<file path="config.mk">
export PLATFORM = sky130hd
export DESIGN_NAME = glyph_program_opcode_parser
export DESIGN_NICKNAME = d
export VERILOG_FILES = /design/src/sv/gpop_pkg.sv /design/src/sv/glyph_program_opcode_parser.sv
export SDC_FILE = /design/constraint.sdc
export NUM_CORES = 1
export LEC_CHECK = 0
export BUFFER_PORTS_ARGS = -buffer_cell sky130_fd_sc_hd__buf_2
export CELL_PAD_IN_SITES_DETAIL_PLACEMENT = 0
export CELL_PAD_IN_SITES_GLOBAL_PLACEMENT = 1
export CORE_MARGIN = 8
export CORE_UTILIZATION = 54
export CTS_BUF_LIST = sky130_fd_sc_hd__clkbuf_2
export DETAILED_ROUTE_END_ITERATION = 12
export PLACE_DENSITY_LB_ADDON = 0.1
export SETUP_SLACK_MARGIN = 0.05
export SLEW_MARGIN = 25
export SYNTH_ARGS = -nofsm -noshare
export SYNTH_HDL_FRONTEND = slang
export SYNTH_SLANG_ARGS = --single-unit
</file>
<file path="constraint.sdc">
create_clock -name clk_i -period 7.72 [get_ports clk_i]
set_clock_uncertainty 0.15 [all_clocks]
set_input_delay 0.772 -clock clk_i [delete_from_list [all_inputs] [get_ports clk_i]]
set_output_delay 0.772 -clock clk_i [all_outputs]
set_load 0.05 [all_outputs]
</file>
<file path="src/sv/gpop_pkg.sv">
// Shared types and constants for the glyph program opcode parser.
// Used by glyph_program_opcode_parser; no other dependencies.
package gpop_pkg;

  // Default bound on completed non-jump instructions per glyph
  localparam int unsigned MaxInstructions = 65536;

  localparam int unsigned LenW   = 19;
  localparam int unsigned PhaseW = 4;
  localparam int unsigned KindW  = 3;
  localparam int unsigned StatW  = 3;
  localparam int unsigned JumpW  = 3;

  localparam logic [LenW-1:0] LenSat = '1;

  // Opcode bytes
  localparam logic [7:0] OpcPrefix01 = 8'h01;
  localparam logic [7:0] OpcRow1     = 8'hf8;
  localparam logic [7:0] OpcRow2     = 8'hf0;
  localparam logic [7:0] OpcMov8     = 8'h88;
  localparam logic [7:0] OpcModRm58  = 8'h58;
  localparam logic [7:0] OpcSize66   = 8'h66;
  localparam logic [7:0] OpcMov32    = 8'h89;
  localparam logic [7:0] OpcFstp     = 8'hdd;
  localparam logic [7:0] OpcModRm50  = 8'h50;
  localparam logic [7:0] OpcJump     = 8'he9;

  // Number of bytes that follow the jump opcode
  localparam logic [JumpW-1:0] JumpTail = 3'd4;

  // Match phases
  localparam logic [PhaseW-1:0] PhOpcode   = 4'd0;
  localparam logic [PhaseW-1:0] PhAfter01  = 4'd1;
  localparam logic [PhaseW-1:0] PhAfter88  = 4'd2;
  localparam logic [PhaseW-1:0] PhAfter66  = 4'd3;
  localparam logic [PhaseW-1:0] PhAfter6689 = 4'd4;
  localparam logic [PhaseW-1:0] PhAfter89  = 4'd5;
  localparam logic [PhaseW-1:0] PhAfterDd  = 4'd6;
  localparam logic [PhaseW-1:0] PhDisp     = 4'd7;
  localparam logic [PhaseW-1:0] PhJump     = 4'd8;

  // Operation kinds
  localparam logic [KindW-1:0] KindRow1   = 3'd0;
  localparam logic [KindW-1:0] KindRow2   = 3'd1;
  localparam logic [KindW-1:0] KindStore1 = 3'd2;
  localparam logic [KindW-1:0] KindStore2 = 3'd3;
  localparam logic [KindW-1:0] KindStore4 = 3'd4;
  localparam logic [KindW-1:0] KindStore8 = 3'd5;
  localparam logic [KindW-1:0] KindEnd    = 3'd6;

  // Status codes
  localparam logic [StatW-1:0] StOk      = 3'd0;
  localparam logic [StatW-1:0] StUnterm  = 3'd1;
  localparam logic [StatW-1:0] StUnsup   = 3'd2;
  localparam logic [StatW-1:0] StJumpTr  = 3'd3;
  localparam logic [StatW-1:0] StOpndTr  = 3'd4;
  localparam logic [StatW-1:0] StBound   = 3'd5;

  typedef struct packed {
    logic [7:0] data_byte;
    logic       first_byte;
    logic       final_byte;
  } in_t;

  typedef struct packed {
    logic [KindW-1:0]  op_kind;
    logic signed [7:0] displacement;
    logic [StatW-1:0]  status;
    logic [LenW-1:0]   program_length;
    logic              run_last;
  } out_t;

endpackage

</file>
<file path="src/sv/glyph_program_opcode_parser.sv">
// Glyph program opcode parser: byte-wise pattern matcher with a result queue.
// Depends on gpop_pkg.
//
// One program byte is taken per cycle while the input is not stalled. The byte
// is matched against the opcode patterns in the same cycle it is accepted, and
// its zero, one or two results are written into a four-entry result queue that
// drives the output channel, one result per cycle while the output is not
// stalled. A byte may yield two results (an operation followed by an end).
// Input stall rises while the queue holds more than two results, so the
// sustained rate is set by the output drain of one result per cycle.
// Bytes after the end of a glyph are dropped until a first byte.
module glyph_program_opcode_parser #(
  parameter int unsigned MAX_INSTRUCTIONS = gpop_pkg::MaxInstructions
) (
  input  logic           clk_i,
  input  logic           rst_ni,
  input  logic           in_valid_i,
  output logic           in_stall_o,
  input  gpop_pkg::in_t  in_data_i,
  output logic           out_valid_o,
  input  logic           out_stall_i,
  output gpop_pkg::out_t out_data_o
);

  localparam int unsigned CntW = $clog2(MAX_INSTRUCTIONS + 1);
  localparam logic [CntW-1:0] CntMax = CntW'(MAX_INSTRUCTIONS);

  localparam int unsigned QDepth = 4;
  localparam int unsigned QPtrW  = 2;
  localparam int unsigned QCntW  = 3;

  // Parser state
  logic [gpop_pkg::PhaseW-1:0] phase_q, phase_d;
  logic [gpop_pkg::LenW-1:0]   bytes_q, bytes_d;
  logic [CntW-1:0]             icnt_q, icnt_d;
  logic [gpop_pkg::KindW-1:0]  pend_q, pend_d;
  logic [gpop_pkg::JumpW-1:0]  jseen_q, jseen_d;
  logic                        fin_q, fin_d;

  // Result queue
  gpop_pkg::out_t     q_mem_q [QDepth];
  logic [QPtrW-1:0]   wr_ptr_q, rd_ptr_q;
  logic [QCntW-1:0]   q_cnt_q;

  logic           in_acc, out_acc;
  logic [1:0]     n_res;
  gpop_pkg::out_t res0, res1;

  // Working copies after a first byte has restarted the glyph
  logic [gpop_pkg::PhaseW-1:0] ph_cur;
  logic [CntW-1:0]             icnt_cur;
  logic [gpop_pkg::KindW-1:0]  pend_cur;
  logic [gpop_pkg::JumpW-1:0]  jseen_cur, jseen_inc;
  logic [gpop_pkg::LenW-1:0]   bytes_cur;
  logic                        op_done, jump_end;
  logic [gpop_pkg::KindW-1:0]  op_kind;
  logic [gpop_pkg::StatW-1:0]  err;
  logic [7:0]                  b;

  assign in_acc  = in_valid_i && !in_stall_o;
  assign out_acc = out_valid_o && !out_stall_i;
  assign b       = in_data_i.data_byte;

  // Pattern matcher and result formation
  always_comb begin
    phase_d   = phase_q;
    bytes_d   = bytes_q;
    icnt_d    = icnt_q;
    pend_d    = pend_q;
    jseen_d   = jseen_q;
    fin_d     = fin_q;
    n_res     = 2'd0;
    res0      = '0;
    res1      = '0;
    ph_cur    = phase_q;
    icnt_cur  = icnt_q;
    pend_cur  = pend_q;
    jseen_cur = jseen_q;
    bytes_cur = bytes_q;
    op_done   = 1'b0;
    jump_end  = 1'b0;
    op_kind   = gpop_pkg::KindRow1;
    err       = gpop_pkg::StOk;
    jseen_inc = '0;

    if (in_acc && (in_data_i.first_byte || !fin_q)) begin
      if (in_data_i.first_byte) begin
        ph_cur    = gpop_pkg::PhOpcode;
        icnt_cur  = '0;
        pend_cur  = '0;
        jseen_cur = '0;
        bytes_cur = '0;
      end
      fin_d     = 1'b0;
      bytes_d   = (bytes_cur != gpop_pkg::LenSat) ? bytes_cur + 1'b1 : bytes_cur;
      icnt_d    = icnt_cur;
      pend_d    = pend_cur;
      jseen_d   = jseen_cur;
      phase_d   = ph_cur;
      jseen_inc = jseen_cur + 1'b1;

      case (ph_cur)
        gpop_pkg::PhOpcode: begin
          case (b)
            gpop_pkg::OpcPrefix01: phase_d = gpop_pkg::PhAfter01;
            gpop_pkg::OpcMov8:     phase_d = gpop_pkg::PhAfter88;
            gpop_pkg::OpcSize66:   phase_d = gpop_pkg::PhAfter66;
            gpop_pkg::OpcMov32:    phase_d = gpop_pkg::PhAfter89;
            gpop_pkg::OpcFstp:     phase_d = gpop_pkg::PhAfterDd;
            gpop_pkg::OpcJump: begin
              phase_d = gpop_pkg::PhJump;
              jseen_d = '0;
            end
            default:               err = gpop_pkg::StUnsup;
          endcase
        end
        gpop_pkg::PhAfter01: begin
          if (b == gpop_pkg::OpcRow1) begin
            op_done = 1'b1;
            op_kind = gpop_pkg::KindRow1;
          end else if (b == gpop_pkg::OpcRow2) begin
            op_done = 1'b1;
            op_kind = gpop_pkg::KindRow2;
          end else begin
            err = gpop_pkg::StUnsup;
          end
        end
        gpop_pkg::PhAfter88: begin
          if (b == gpop_pkg::OpcModRm58) begin
            phase_d = gpop_pkg::PhDisp;
            pend_d  = gpop_pkg::KindStore1;
          end else begin
            err = gpop_pkg::StUnsup;
          end
        end
        gpop_pkg::PhAfter66: begin
          if (b == gpop_pkg::OpcMov32) phase_d = gpop_pkg::PhAfter6689;
          else                         err = gpop_pkg::StUnsup;
        end
        gpop_pkg::PhAfter6689: begin
          if (b == gpop_pkg::OpcModRm58) begin
            phase_d = gpop_pkg::PhDisp;
            pend_d  = gpop_pkg::KindStore2;
          end else begin
            err = gpop_pkg::StUnsup;
          end
        end
        gpop_pkg::PhAfter89: begin
          if (b == gpop_pkg::OpcModRm58) begin
            phase_d = gpop_pkg::PhDisp;
            pend_d  = gpop_pkg::KindStore4;
          end else begin
            err = gpop_pkg::StUnsup;
          end
        end
        gpop_pkg::PhAfterDd: begin
          if (b == gpop_pkg::OpcModRm50) begin
            phase_d = gpop_pkg::PhDisp;
            pend_d  = gpop_pkg::KindStore8;
          end else begin
            err = gpop_pkg::StUnsup;
          end
        end
        gpop_pkg::PhDisp: begin
          op_done = 1'b1;
          op_kind = pend_cur;
        end
        default: begin
          // jump tail: count bytes after the jump opcode
          jseen_d = jseen_inc;
          if (jseen_inc >= gpop_pkg::JumpTail) jump_end = 1'b1;
        end
      endcase

      if (jump_end) begin
        res0.op_kind        = gpop_pkg::KindEnd;
        res0.program_length = bytes_d;
        res0.run_last       = 1'b1;
        n_res   = 2'd1;
        fin_d   = 1'b1;
        phase_d = gpop_pkg::PhOpcode;
      end else if (err != gpop_pkg::StOk) begin
        res0.op_kind  = gpop_pkg::KindEnd;
        res0.status   = err;
        res0.run_last = 1'b1;
        n_res   = 2'd1;
        fin_d   = 1'b1;
        phase_d = gpop_pkg::PhOpcode;
      end else if (op_done) begin
        phase_d           = gpop_pkg::PhOpcode;
        res0.op_kind      = op_kind;
        res0.displacement = (ph_cur == gpop_pkg::PhDisp) ? b : 8'sd0;
        icnt_d            = icnt_cur + 1'b1;
        res1.op_kind      = gpop_pkg::KindEnd;
        res1.run_last     = 1'b1;
        if (icnt_d >= CntMax) begin
          res1.status = gpop_pkg::StBound;
          n_res       = 2'd2;
          fin_d       = 1'b1;
        end else if (in_data_i.final_byte) begin
          res1.status = gpop_pkg::StUnterm;
          n_res       = 2'd2;
          fin_d       = 1'b1;
        end else begin
          res0.run_last = 1'b1;
          n_res         = 2'd1;
        end
      end else if (in_data_i.final_byte) begin
        res0.op_kind  = gpop_pkg::KindEnd;
        res0.run_last = 1'b1;
        if (phase_d == gpop_pkg::PhDisp)      res0.status = gpop_pkg::StOpndTr;
        else if (phase_d == gpop_pkg::PhJump) res0.status = gpop_pkg::StJumpTr;
        else                                  res0.status = gpop_pkg::StUnsup;
        n_res   = 2'd1;
        fin_d   = 1'b1;
        phase_d = gpop_pkg::PhOpcode;
      end
    end
  end

  // Parser state registers
  always_ff @(posedge clk_i or negedge rst_ni) begin
    if (!rst_ni) begin
      phase_q <= gpop_pkg::PhOpcode;
      bytes_q <= '0;
      icnt_q  <= '0;
      pend_q  <= '0;
      jseen_q <= '0;
      fin_q   <= 1'b1;
    end else begin
      phase_q <= phase_d;
      bytes_q <= bytes_d;
      icnt_q  <= icnt_d;
      pend_q  <= pend_d;
      jseen_q <= jseen_d;
      fin_q   <= fin_d;
    end
  end

  // Result queue: up to two pushes and one pop per cycle
  always_ff @(posedge clk_i or negedge rst_ni) begin
    if (!rst_ni) begin
      wr_ptr_q <= '0;
      rd_ptr_q <= '0;
      q_cnt_q  <= '0;
    end else begin
      wr_ptr_q <= wr_ptr_q + QPtrW'(n_res);
      rd_ptr_q <= rd_ptr_q + QPtrW'(out_acc);
      q_cnt_q  <= q_cnt_q + QCntW'(n_res) - QCntW'(out_acc);
    end
  end

  always_ff @(posedge clk_i) begin
    if (n_res != 2'd0) q_mem_q[wr_ptr_q] <= res0;
    if (n_res == 2'd2) q_mem_q[wr_ptr_q + 1'b1] <= res1;
  end

  assign out_valid_o = (q_cnt_q != '0);
  assign out_data_o  = q_mem_q[rd_ptr_q];
  assign in_stall_o  = (q_cnt_q > QCntW'(QDepth - 2));

  // Checks
  a_q_no_overflow: assert property (@(posedge clk_i) disable iff (!rst_ni)
    q_cnt_q <= QCntW'(QDepth))
    else $error("result queue overflow");

  a_err_is_end: assert property (@(posedge clk_i) disable iff (!rst_ni)
    out_valid_o && (out_data_o.status != gpop_pkg::StOk)
      |-> (out_data_o.op_kind == gpop_pkg::KindEnd) && out_data_o.run_last)
    else $error("error result without end kind");

  a_len_only_on_end: assert property (@(posedge clk_i) disable iff (!rst_ni)
    out_valid_o && (out_data_o.program_length != '0)
      |-> (out_data_o.op_kind == gpop_pkg::KindEnd)
          && (out_data_o.status == gpop_pkg::StOk))
    else $error("program length on non-end result");

  a_drop_when_finished: assert property (@(posedge clk_i) disable iff (!rst_ni)
    in_acc && fin_q && !in_data_i.first_byte |=> q_cnt_q <= $past(q_cnt_q))
    else $error("result from ignored byte");

  a_end_finishes: assert property (@(posedge clk_i) disable iff (!rst_ni)
    (n_res != 2'd0) && (phase_d == gpop_pkg::PhJump) |-> !fin_d)
    else $error("jump phase left in finished glyph");

endmodule
</file>
# Word level (Yosys, flattened, before mapping)

Memory sizes are Yosys's and may differ from the RTL's.
Cells that the tools add are included.

Memories kept: 1
Memory bits (writable): 136
Register bits after elaboration: 54

Memory list:

| name    | words | bits a word | read ports | clocked after memory_dff | wr ports | RTL line                          | text |
|---|---|---|---|---|---|---|---|
| q_mem_q | 4     | 34          | 1          | 0                        | 2        | glyph_program_opcode_parser.sv:41 | `gpop_pkg::out_t q_mem_q [QDepth];` |

Multiplexer cells: 98
Equality and inequality tests: 21
$add $sub $neg: 8
Reductions and logical operators: 15
Order comparisons: 3

Operators with widths:

| operator                | count |
|---|---|
| $mux W17                | 5 |
| $mux W3                 | 26 |
| $mux W19                | 4 |
| $eq A8 B8 Y1 const B    | 6 |
| $mux W4                 | 10 |
| $mux W34                | 1 |
| $mux W1                 | 29 |
| $eq A8 B7 Y1 const B    | 3 |
| $mux W2                 | 12 |
| $mux W8                 | 3 |
| $pmux W4 S6             | 1 |
| $eq A4 B3 Y1 const B    | 5 |
| $add A19 B1 Y19 const B | 1 |
| $ne A19 B19 Y1 const B  | 1 |
| $add A17 B1 Y17 const B | 1 |
| $ge A17 B17 Y1 const B  | 1 |
| $pmux W4 S4             | 1 |
| $pmux W3 S2             | 2 |
| $pmux W3 S4             | 1 |
| $mux W11                | 1 |
| $pmux W2 S5             | 1 |
| $eq A4 B2 Y1 const B    | 2 |
| $eq A8 B1 Y1 const B    | 1 |
| $reduce_or A8 Y1        | 1 |
| other kinds (21)        | 26 |

# Logic depth before layout (Yosys ltp)

Word-level depth: 17
Depth in mapped cells: 20
Gate-level depth less buffers: 15

# Worst setup path after synthesis

OpenSTA, ideal clock, no wires.

Kind: input port to flip-flop
Start: input port in_data_i[1] (netlist name)
End: register q_cnt_q[2]
Setup time: 80 ps
Arrival time: 4632 ps
Setup slack: 2859 ps
Stages: 20
Cells stage by stage: buf_2 -> clkbuf_1 -> clkbuf_1 -> clkbuf_1 -> buf_1 -> nor2b_1 -> ha_1 -> and4b_1 -> and4_1 -> a31o_2 -> and2_1 -> clkbuf_1 -> a31oi_1 -> nand2b_1 -> ha_1 -> inv_1 -> ha_1 -> fa_1 -> xnor2_1 -> xnor2_1

Longest elaborated chain between the ends: 12
Elaborated cells on any way between the ends: 37
Those cells by class: 4 x add/sub; 2 x order compare; 7 x eq/ne; 18 x mux; 6 x reduce/logical

Ends and longest elaborated chain:

| what                                                    | RTL line                           | text |
|---|---|---|
| start, declared                                         | glyph_program_opcode_parser.sv:19  | `input gpop_pkg::in_t in_data_i,` |
| branches (longest 9 deep; another with $add A17 B1 Y17) | n/a                                |  |
| $mux W2 *                                               | glyph_program_opcode_parser.sv:86  | `if (in_acc && (in_data_i.first_byte \|\| !fin_q)) begin` |
| $add A3 B2 Y3 *                                         | glyph_program_opcode_parser.sv:249 | `q_cnt_q <= q_cnt_q + QCntW'(n_res) - QCntW'(out_acc);` |
| $sub A3 B1 Y3 *                                         | glyph_program_opcode_parser.sv:249 |  |
| end signal, assigned                                    | glyph_program_opcode_parser.sv:249 |  |
| end, declared                                           | glyph_program_opcode_parser.sv:43  | `logic [QCntW-1:0] q_cnt_q;` |

Mark *: on every way between the ends. The select of a mux whose other input is x is not followed.
A chain may end at the register's enable or synchronous reset.

# Worst setup path in the final report

Ends and elaborated chain as after synthesis.

==> results.txt <==
----------------------------------------------------
[Status]
  Status ... finished, final reports clean

[Power and ir drop]
  Power per cell area ... 232 nW/µm²
  Switching part of the total ... 0.387
  Leakage power total ... between 3 and 4 nW
  Power share of the sequential group ... 0.490
  Internal power consumption ... 1.39 mW
  Highest ir drop seen on vdd ... a little over 0.0003 V
  Clock power frac ... 0.225
  Gate power share ... 0.285
  Sw power ... around 0.9 mW

[Placed design]
  Placer's final routability congestion estimate ... between 0.8 and 0.9
  Total of buffers placed on input and output ports ... about 50
  DPL Wire Length ... ~16,000 µm

[CTS]
  CTS tree ... yes
  Buffer depth of the longest clock path ... 2
  Clock root cell ... sky130_fd_sc_hd__clkbuf_2
  Number of H-tree levels ... 4
  Insertion delay of the later-clocked pin in the worst-skew pair ... 0.78 ns
  CTS Buf Count ... 17
  Gates resized, CTS repair ... 0
  Clock slew at the register clock pins of the worst setup and hold paths ... 0.28 ns
  CTS sink count ... 190

[Setup path]
  Cell with the most instances on the worst path ... sky130_fd_sc_hd__ha_1
  Slowest cell on the critical path ... sky130_fd_sc_hd__buf_4
  Buf/Inv on CP ... 4
  Endpoint type of the worst setup path ... flop
  Kind of cell adding the most delay to the critical path ... simple AND/OR/NAND/NOR gates
  Max FO, Critical Path ... between 60 and 70
  Start-to-end type of the worst setup path ... in -> reg
  Setup slack on the worst flop-to-flop path ... a little under 4 ns
  CP max stage delay ... between 0.4 and 0.5 ns
  Critical-path cell list ... buf_2 -> buf_4 -> nand2b_1 -> inv_1 -> ha_1 -> and4b_1 -> and4_1 -> a31o_2 -> and2_1 -> a31oi_1 -> nand2b_1 -> ha_1 -> inv_1 -> ha_1 -> fa_1 -> xnor2_1 -> xnor2_1
  Worst setup SP type ... input port
  Req. time, crit path ... 8.28 ns
  Critical path arrival ... 4.41 ns

[Synthesis]
  Commonest register cell after synthesis ... sky130_fd_sc_hd__dfxtp_1
  Mapped Avg Cell Area ... about 10 µm²
  Share of synthesized flip-flops with an asynchronous set or reset ... 0.284
  Net count after synthesis ... 900
  EDFF count, synth ... 20
  Yosys warning count ... 0
  Most area-consuming cells after synthesis ... sky130_fd_sc_hd__dfxtp_1 25%, sky130_fd_sc_hd__dfrtp_1 14%, sky130_fd_sc_hd__mux4_2 8.3%
  Synth top area share ... 0.253
  Share of the yosys chip area belonging to registers ... 0.466
  Synth Cell Area ... approximately 9000 µm²
  Largest area contributor in the netlist ... sky130_fd_sc_hd__dfxtp_1
  Flop and latch count out of synthesis ... 190
  Count of distinct cell types in the synthesized netlist ... approximately 70
  Most used standard cell by instance count after synthesis ... sky130_fd_sc_hd__dfxtp_1
  Post-Syn Instances ... 877
  Top post-synthesis cells by count ... 116 x sky130_fd_sc_hd__dfxtp_1, 102 x sky130_fd_sc_hd__nand2_1, 53 x sky130_fd_sc_hd__dfrtp_1, 48 x sky130_fd_sc_hd__o2bb2ai_1, 40 x sky130_fd_sc_hd__o21ai_0

[Timing]
  Final hold violation count ... 0
  Setup violation total in the final timing report ... 0
  Crit share post-route ... 0.499
  Measured slew at the worst slew-check pin ... 1.03 ns
  Slew headroom ... 0.310
  Tmin final ... approximately 3.9 ns
  Unrepaired setup endpoints after global routing ... false
  Setup total negative slack ... 0 ns
  Max Slew Vio Count ... 0
  Upper clock frequency limit ... roughly 260 MHz
  Worst-case hold slack ... 0.186 ns

[Floorplan]
  Horizontal die dimension ... around 150 µm
  Num ports ... 50
  Initial core utilization ... 0.553
  Core footprint ... approximately 17,000 µm²
  FP Rows ... between 40 and 50
  Total Die Area ... ~21,000 µm²
  Die Y-Extent ... between 100 and 150 µm

[Global route]
  First-pass GRT wire length ... 38,400 µm
  Number of antenna violations at the first check in global routing ... 1
  Pin count of the biggest net entering global routing ... 65
  Total GRT Usage ... 0.222
  Remaining Overflow, GRT ... 0
  Vias in the first global route ... between 7k and 8k

[Finish]
  Sequential standard cell area ... approximately 4300 µm²
  Count of nets after finishing ... 914
  Share of post-route cells with drive strength above 1 ... 0.169
  Area used by multi-input combinational logic ... ~4500 µm²
  Number of filler instances in the final layout ... ~1.4k
  Area growth from synthesis to layout ... 6.53%

[Detailed routing]
  Pre-antenna DRT Iters ... 5
  DRC Markers ... 0
  DRT iter0 DRCs ... a little over 500
  Via count ... around 7k
  Routed wire length per instance ... about 21 µm
  Antenna violation net count after detailed routing ... 0
  Wire length reported by the detailed router ... 23,400 µm
  Via density per instance ... about 6.3

[Flow run]
  Max Cap Viol ... 0

[Min path]
  HP Class ... in -> reg

----------------------------------------------------
==> metrics by stage <==
| step | utilization | setup slack (ns) | cells | instance area [µm²] | power, mW |
|---|---|---|---|---|---|
| 3_3_place_gp | 0.573 | 3.24 | 1091 | 9500 | 1.76 |
| 6_report | 0.589 | 3.87 | 1125 | 9770 | 2.26 |
| 3_5_place_dp | 0.573 | 3.10 | 1091 | 9500 | 1.77 |
| 4_1_cts | 0.589 | 3.96 | 1124 | 9770 | 2.27 |
| 5_1_grt | 0.589 | 3.61 | 1125 | 9770 | 2.38 |
| 2_1_floorplan | - | 2.86 | 877 | 9170 | 1.60 |
==> cell families (layout without fill, tap and decap cells) <==
family                   count (synthesis)  in the layout  share of synthesized area
buffers and inverters                   89            116                     0.0430
multiplexers                            42             42                     0.0925
adder cells (fa/ha/maj)                  9              9                     0.0131
XOR/XNOR                                35             35                     0.0334
flip-flops                             190            190                      0.466
other                                    0              1                          0
AND/OR/NAND/NOR                        279            279                      0.159
AO/OA/AOI/OAI                          233            233                      0.193
==> final timing paths <==
check	start	endpoint	cells past startpoint
worst max-delay path	in_data_i[1]	q_cnt_q[2]$_DFF_PN0_	17
worst min register to register	q_mem_q[1][26]$_SDFFE_PP0P_	q_mem_q[1][26]$_SDFFE_PP0P_	2
worst max register to register	phase_q[1]$_DFFE_PN0P_	q_cnt_q[2]$_DFF_PN0_	13
max in group asynchronous	rst_ni	rd_ptr_q[0]$_DFF_PN0_	3
min in group asynchronous	rst_ni	icnt_q[5]$_DFFE_PN0P_	3
worst min-delay path	in_data_i[4]	q_mem_q[1][25]$_SDFFE_PP0P_	3
==> state kept, by name, indices dropped and copies added, names as in the netlist <==
signal / flops
jseen_q: 3
q_cnt_q: 3
q_mem_q: 136
phase_q: 4
rd_ptr_q: 2
bytes_q: 19
wr_ptr_q: 2
fin_q: 1
pend_q: 3
icnt_q: 17
==> layer usage <==
layer / track usage / up-vias / wire, µm
met3: 0.0451 / 23 / 1150
met4: 0.0629 / 0 / 312
met5: 0 / - / 0
met1: 0.294 / 3546 / 10700
met2: 0.363 / 233 / 11300
li1: - / 3327 / -
==> final cells by class <==
| cell class | instances | area share |
|---|---|---|
| Tap cell | 220 | 0.0282 |
| Timing Repair Buffer | 65 | 0.0376 |
| Sequential cell | 190 | 0.438 |
| Antenna cell | 1 | 0.000256 |
| Clock inverter | 15 | 0.0173 |
| Inverter | 19 | 0.00730 |
| Multi-Input combinational cell | 598 | 0.463 |
| Clock buffer | 17 | 0.00871 |
==> repair_timing <==
| action | CTS | global route |
|---|---|---|
| buffers inserted | 0 | 0 |
| endpoints found under the hold margin | 53 | 0 |
| hold buffers | 1 | 0 |
==> worst register-to-register path, delay by kind of cell, from the launching register on <==
family / cells / cell delay (ns)
AOI/OAI and AO/OA: 1 / 0.34
xor gates and xnor gates: 2 / 0.33
adders and majority gates: 3 / 0.69
buffers and inverters: 1 / 0.04
DFF: 1 / 0.60
and+or+nand+nor: 6 / 1.54
==> power by group through the flow <==
stage	clock, mW	sequential, mW	combinational, mW
finish	0.509	1.11	0.644
global route	0.565	1.12	0.700
CTS	0.519	1.11	0.645
detailed placement	0	1.13	0.644
global placement	0	1.12	0.637
floorplan	0	1.11	0.487
==> cells in the final DEF (no fill, tap or decap), types with 7 or more instances in the layout <==
master / count
sky130_fd_sc_hd__a21o_1: 8
sky130_fd_sc_hd__a21oi_1: 33
sky130_fd_sc_hd__a22o_1: 36
sky130_fd_sc_hd__a32o_1: 29
sky130_fd_sc_hd__and2_1: 7
sky130_fd_sc_hd__and3_1: 10
sky130_fd_sc_hd__buf_2: 49
sky130_fd_sc_hd__buf_4: 15
sky130_fd_sc_hd__clkbuf_2: 17
sky130_fd_sc_hd__dfrtp_1: 52
sky130_fd_sc_hd__dfxtp_1: 116
sky130_fd_sc_hd__edfxtp_1: 20
sky130_fd_sc_hd__ha_1: 8
sky130_fd_sc_hd__inv_1: 19
sky130_fd_sc_hd__mux4_2: 34
sky130_fd_sc_hd__nand2_1: 102
sky130_fd_sc_hd__nand2b_1: 9
sky130_fd_sc_hd__nand3_1: 26
sky130_fd_sc_hd__nand4_1: 10
sky130_fd_sc_hd__nor2_1: 33
sky130_fd_sc_hd__nor2b_1: 19
sky130_fd_sc_hd__nor3_1: 13
sky130_fd_sc_hd__o21ai_0: 40
sky130_fd_sc_hd__o22ai_1: 11
sky130_fd_sc_hd__o2bb2ai_1: 48
sky130_fd_sc_hd__or4_1: 8
sky130_fd_sc_hd__xnor2_1: 18
sky130_fd_sc_hd__xor2_1: 17
No activity file was read; power rests on OpenSTA's default activity.
